**src/aca_pkg.sv**
```systemverilog
// ----------------------------------------------------------------------------
// aca_pkg: shared types and constants
// Operation codes, controller states and the command/status bundles that
// join the controller and the datapath of the argmax confusion accumulator.
// ----------------------------------------------------------------------------
package aca_pkg;

	localparam int CLASS_W   = 5;
	localparam int VALUE_W   = 32;
	localparam int CNT_OUT_W = 16;

	typedef enum logic [1:0] {
		OP_SCORE = 2'd0,
		OP_PRIOR = 2'd1,
		OP_READ  = 2'd2,
		OP_CLEAR = 2'd3
	} op_t;

	localparam logic KIND_PRED = 1'b0;
	localparam logic KIND_CELL = 1'b1;

	typedef enum logic [3:0] {
		ST_CLEAR,
		ST_IDLE,
		ST_PRIOR_RD,
		ST_MUL,
		ST_CMP,
		ST_CELL_RD,
		ST_CELL_UPD,
		ST_READ_OUT,
		ST_PRIOR_WR
	} state_t;

	typedef struct packed {
		logic capture;
		logic prior_rd;
		logic mul;
		logic cmp;
		logic cell_rd;
		logic cell_upd;
		logic rd_out;
		logic prior_wr;
		logic clr_wr;
	} cmd_t;

	typedef struct packed {
		logic [1:0] in_op;
		logic [1:0] op;
		logic       last;
		logic       out_free;
		logic       clr_last;
	} status_t;

endpackage

```
**src/aca_ctrl.sv**
```systemverilog
// ----------------------------------------------------------------------------
// aca_ctrl: sequencing controller
// Walks each accepted item through prior read, multiply, compare, cell
// read/update/out, prior write or the matrix clear, issuing datapath commands.
// ----------------------------------------------------------------------------
module aca_ctrl (
	input  logic              clk,
	input  logic              arst_n,
	input  logic              item_valid,
	output logic              item_ready,
	input  aca_pkg::status_t  status,
	output aca_pkg::cmd_t     cmd
);

	aca_pkg::state_t state_q;
	aca_pkg::state_t state_next;

	always_ff @(posedge clk or negedge arst_n) begin
		if (!arst_n) begin
			state_q <= aca_pkg::ST_CLEAR;
		end else begin
			state_q <= state_next;
		end
	end

	always_comb begin
		state_next = state_q;
		unique case (state_q)
			aca_pkg::ST_CLEAR: begin
				if (status.clr_last) begin
					state_next = aca_pkg::ST_IDLE;
				end
			end
			aca_pkg::ST_IDLE: begin
				if (item_valid) begin
					unique case (status.in_op)
						aca_pkg::OP_SCORE: state_next = aca_pkg::ST_PRIOR_RD;
						aca_pkg::OP_PRIOR: state_next = aca_pkg::ST_PRIOR_WR;
						aca_pkg::OP_READ:  state_next = aca_pkg::ST_CELL_RD;
						default:           state_next = aca_pkg::ST_CLEAR;
					endcase
				end
			end
			aca_pkg::ST_PRIOR_RD: state_next = aca_pkg::ST_MUL;
			aca_pkg::ST_MUL:      state_next = aca_pkg::ST_CMP;
			aca_pkg::ST_CMP: begin
				state_next = status.last ? aca_pkg::ST_CELL_RD : aca_pkg::ST_IDLE;
			end
			aca_pkg::ST_CELL_RD: begin
				state_next = (status.op == aca_pkg::OP_SCORE) ? aca_pkg::ST_CELL_UPD
					: aca_pkg::ST_READ_OUT;
			end
			aca_pkg::ST_CELL_UPD, aca_pkg::ST_READ_OUT: begin
				if (status.out_free) begin
					state_next = aca_pkg::ST_IDLE;
				end
			end
			aca_pkg::ST_PRIOR_WR: state_next = aca_pkg::ST_IDLE;
			default:              state_next = aca_pkg::ST_IDLE;
		endcase
	end

	always_comb begin
		cmd        = '0;
		item_ready = 1'b0;
		unique case (state_q)
			aca_pkg::ST_CLEAR:    cmd.clr_wr = 1'b1;
			aca_pkg::ST_IDLE: begin
				item_ready  = 1'b1;
				cmd.capture = item_valid;
			end
			aca_pkg::ST_PRIOR_RD: cmd.prior_rd = 1'b1;
			aca_pkg::ST_MUL:      cmd.mul = 1'b1;
			aca_pkg::ST_CMP:      cmd.cmp = 1'b1;
			aca_pkg::ST_CELL_RD:  cmd.cell_rd = 1'b1;
			// hold until the output register can take the result
			aca_pkg::ST_CELL_UPD: cmd.cell_upd = status.out_free;
			aca_pkg::ST_READ_OUT: cmd.rd_out = status.out_free;
			aca_pkg::ST_PRIOR_WR: cmd.prior_wr = 1'b1;
			default:              cmd = '0;
		endcase
	end

endmodule

```
**config.mk**
```make
export PLATFORM = sky130hd
export DESIGN_NAME = aca_ctrl
export DESIGN_NICKNAME = d
export VERILOG_FILES = /design/src/aca_pkg.sv /design/src/aca_ctrl.sv
export SDC_FILE = /design/constraint.sdc
export NUM_CORES = 1
export LEC_CHECK = 0
export BUFFER_PORTS_ARGS = -buffer_cell sky130_fd_sc_hd__buf_2
export CAP_MARGIN = 40
export CORE_AREA = 4 4 41 43
export DETAILED_ROUTE_END_ITERATION = 7
export DIE_AREA = 0 0 45 47
export GPL_TIMING_DRIVEN = 0
export HOLD_SLACK_MARGIN = 0.05
export SLEW_MARGIN = 30
export SYNTH_ARGS = -nofsm -noshare
export SYNTH_HDL_FRONTEND = slang
export SYNTH_SLANG_ARGS = --single-unit
```
**constraint.sdc**
```tcl
create_clock -name clk -period 2.9 [get_ports clk]
set_input_delay 0.29 -clock clk [delete_from_list [all_inputs] [get_ports clk]]
set_output_delay 0.29 -clock clk [all_outputs]
set_load 0.02 [all_outputs]
```
==> reports/qor.csv <==
stage;metric;value;unit
routing;ant_nets;0;
cells_and_area;antenna_cells;0;
logic_synthesis;ys.flop_type;dfrtp_1;
routing;first_pass_iters;4;
timing;fin_crit_sh;57.8;%
placed_design;gp_congestion;0.759;
cells_and_area;post-route-cell-area;505;µm²
timing;final_hold_viol_count;0;
logic_synthesis;synth_area_leaders;dfrtp_1 28%, buf_2 5.6%, nor3_1 5.6%;
placed_design;place_area;473;µm²
placed_design;port_buffers;19;
pwr;cellPowerDensity;1020;mW/mm²
logic_synthesis;syn_area_per_cell;8.16;µm²
clock_tree;cts_made_buffers;3;
cells_and_area;reg.largest.list;state_q x4;
grt;grt.overflow.total;0;
timing;tns;0;ns
worst_setup_path;critical_path_peak_fanout;10;
logic_synthesis;synth_top_area_share;27.9;%
logic_synthesis;yosysMostFrequentCell;nor2_1;
clock_tree;cts_post_setup_buffers_inserted;0;
grt;grtUsageTotal;9.59;%
logic_synthesis;netlist_area;359;µm²
timing;slew_viol_final;0;
routing;vias;409;
cells_and_area;drive_above_1_share;41.8;%
job;drv_cap;0;
clock_tree;cts.sinks;4;
floorplan;core-area;0.00130;mm²
floorplan;die_y;47;µm
logic_synthesis;syn_inst;44;
worst_setup_path;crit_required;2.61;ns
floorplan;die_w;45;µm
clock_tree;cts_tree;built;
floorplan;io-pin-count;20;
floorplan;start_util;27.6;%
timing;setup_viol_count_final;0;
clock_tree;clk_latency;0.23;ns
timing;fin_ws;1.22;ns
cells_and_area;largest_reg_flops;4;
cells_and_area;final_core_util;38.8;%
routing;drc;0;
routing;vias_per_cell;4.99;
routing;routed_wl;983;µm
worst_setup_path;endpoint_kind;output port;
timing;skew;0.00466;ns
routing;wl_per_cell;12.0;µm
cells_and_area;largest-register;state_q;
worst_setup_path;critPathLaunchType;register;
timing;rsz0062_at_grt;false;
grt;grt_pass1_wl;1500;µm
floorplan;fp-row-count;13;
logic_synthesis;synthDistinctLibCells;25;
pwr;ir_worst_vdd;0.417;mV
logic_synthesis;yosysSeqAreaShare;27.9;%
clock_tree;cts-htree-levels;1;
placed_design;dp_hpwl;767;µm
pwr;total_power;0.513;mW
clock_tree;cts_resized;0;
pwr;power_leakage;0.255;nW
grt;antenna_found_initial;0;
timing;worst_pin_slew;0.229;ns
status;run_status;finished, final reports clean;
worst_hold_path;holdCritPathClass;in -> reg;
worst_setup_path;crit_type;reg -> out;
placed_design;dpl_worst_slack;1.46;ns
floorplan;dieArea;0.00212;mm²
cells_and_area;syn2layout_area_growth;40.8;%
logic_synthesis;ys_top_cells_by_count;5 x nor2_1, 4 x buf_2, 4 x dfrtp_1, 4 x nor3_1, 3 x nand2b_1;
clock_tree;cts_max_path_buffers;2;
clock_tree;clk_pin_slew;0.04;ns
logic_synthesis;synth_edf_count;0;
timing;min_period;1.68;ns
routing;drt_iter0_markers;7;
cells_and_area;nets;79;
logic_synthesis;synthesis.nets;54;
logic_synthesis;post-synth-top-area-cell;dfrtp_1;
timing;max_freq;597;MHz
logic_synthesis;synth-async-reset-ratio;100;%
worst_setup_path;crit_arrival;1.39;ns
clock_tree;cts_root_buf;clkbuf_4;
grt;grt_max_degree;11;
logic_synthesis;synth-seq-cells;4;
timing;max_slew_margin;84.5;%
logic_synthesis;synth_warnings;0;
grt;grt_pass1_vias;364;
-- where the power goes --
part,switching [mW],internal [mW]
Combinational,0.195,0.144
Sequential,0.0293,0.0773
Clock,0.0215,0.0462
Total,0.246,0.268
-- placed cells by master, fill, tap and decap left out, types with 2 or more instances in the layout --
master,n
nand2_1,2
nor2_1,5
nand2b_1,3
nor2b_1,2
o22ai_1,2
buf_2,23
dfrtp_1,4
nand3b_1,2
nor3_1,4
clkbuf_4,3
-- critical path: stages, from the launching register on --
cell and delay, ns:
dfrtp_1 0.41, buf_2 0.19, nand2b_1 0.22, nor3_1 0.15, buf_2 0.19
-- logic make-up after synthesis --
group,Yosys count,share of synthesized area (%)
flops,4,27.9
simple gates,24,39.0
buf+inv,4,5.58
compound gates,12,27.5
-- cell type report --
class                      count  area [µm²]
timing repair buffer          20         105
tap                           15        18.8
clock buffer                   3        22.5
buffer                         4        20.0
multi-input combinational     36         239
fill                         144         796
sequential                     4         100
-- layer usage --
layer  part of all wire [%]  GRT usage, %  vias up
met1                     49          12.4      185
met3                    5.6          3.83        0
met4                      0          1.75        0
met2                     45          15.3        9
met5                      0             0        -
li1                       -             -      215
-- final timing paths --
kind,depth (start not counted),startpoint,slack (ns),end
worst max-delay path,4,state_q[0]$_DFFE_PN0P_,1.22,cmd[7]
worst min-delay path,3,status[2],0.38,state_q[2]$_DFFE_PN0P_
worst max register to register,4,state_q[0]$_DFFE_PN0P_,1.56,state_q[0]$_DFFE_PN0P_
worst min register to register,2,state_q[3]$_DFFE_PN0P_,0.64,state_q[2]$_DFFE_PN0P_
max in group asynchronous,2,arst_n,2.38,state_q[3]$_DFFE_PN0P_
min in group asynchronous,2,arst_n,0.40,state_q[1]$_DFFE_PN0P_
-- per-stage QoR --
stage	std cells	hold slack, ns
2_1_floorplan	44	-0.00559
3_3_place_gp	78	0.0950
3_5_place_dp	78	0.0973
4_1_cts	82	0.382
5_1_grt	82	0.386
6_report	82	0.379
-- repair_timing --
action,in CTS,in global routing
endpoints found under the setup margin,0,0
endpoints found under the hold margin,4,0
hold buffers,1,0
Note: power is estimated with default switching activity, not from simulation.
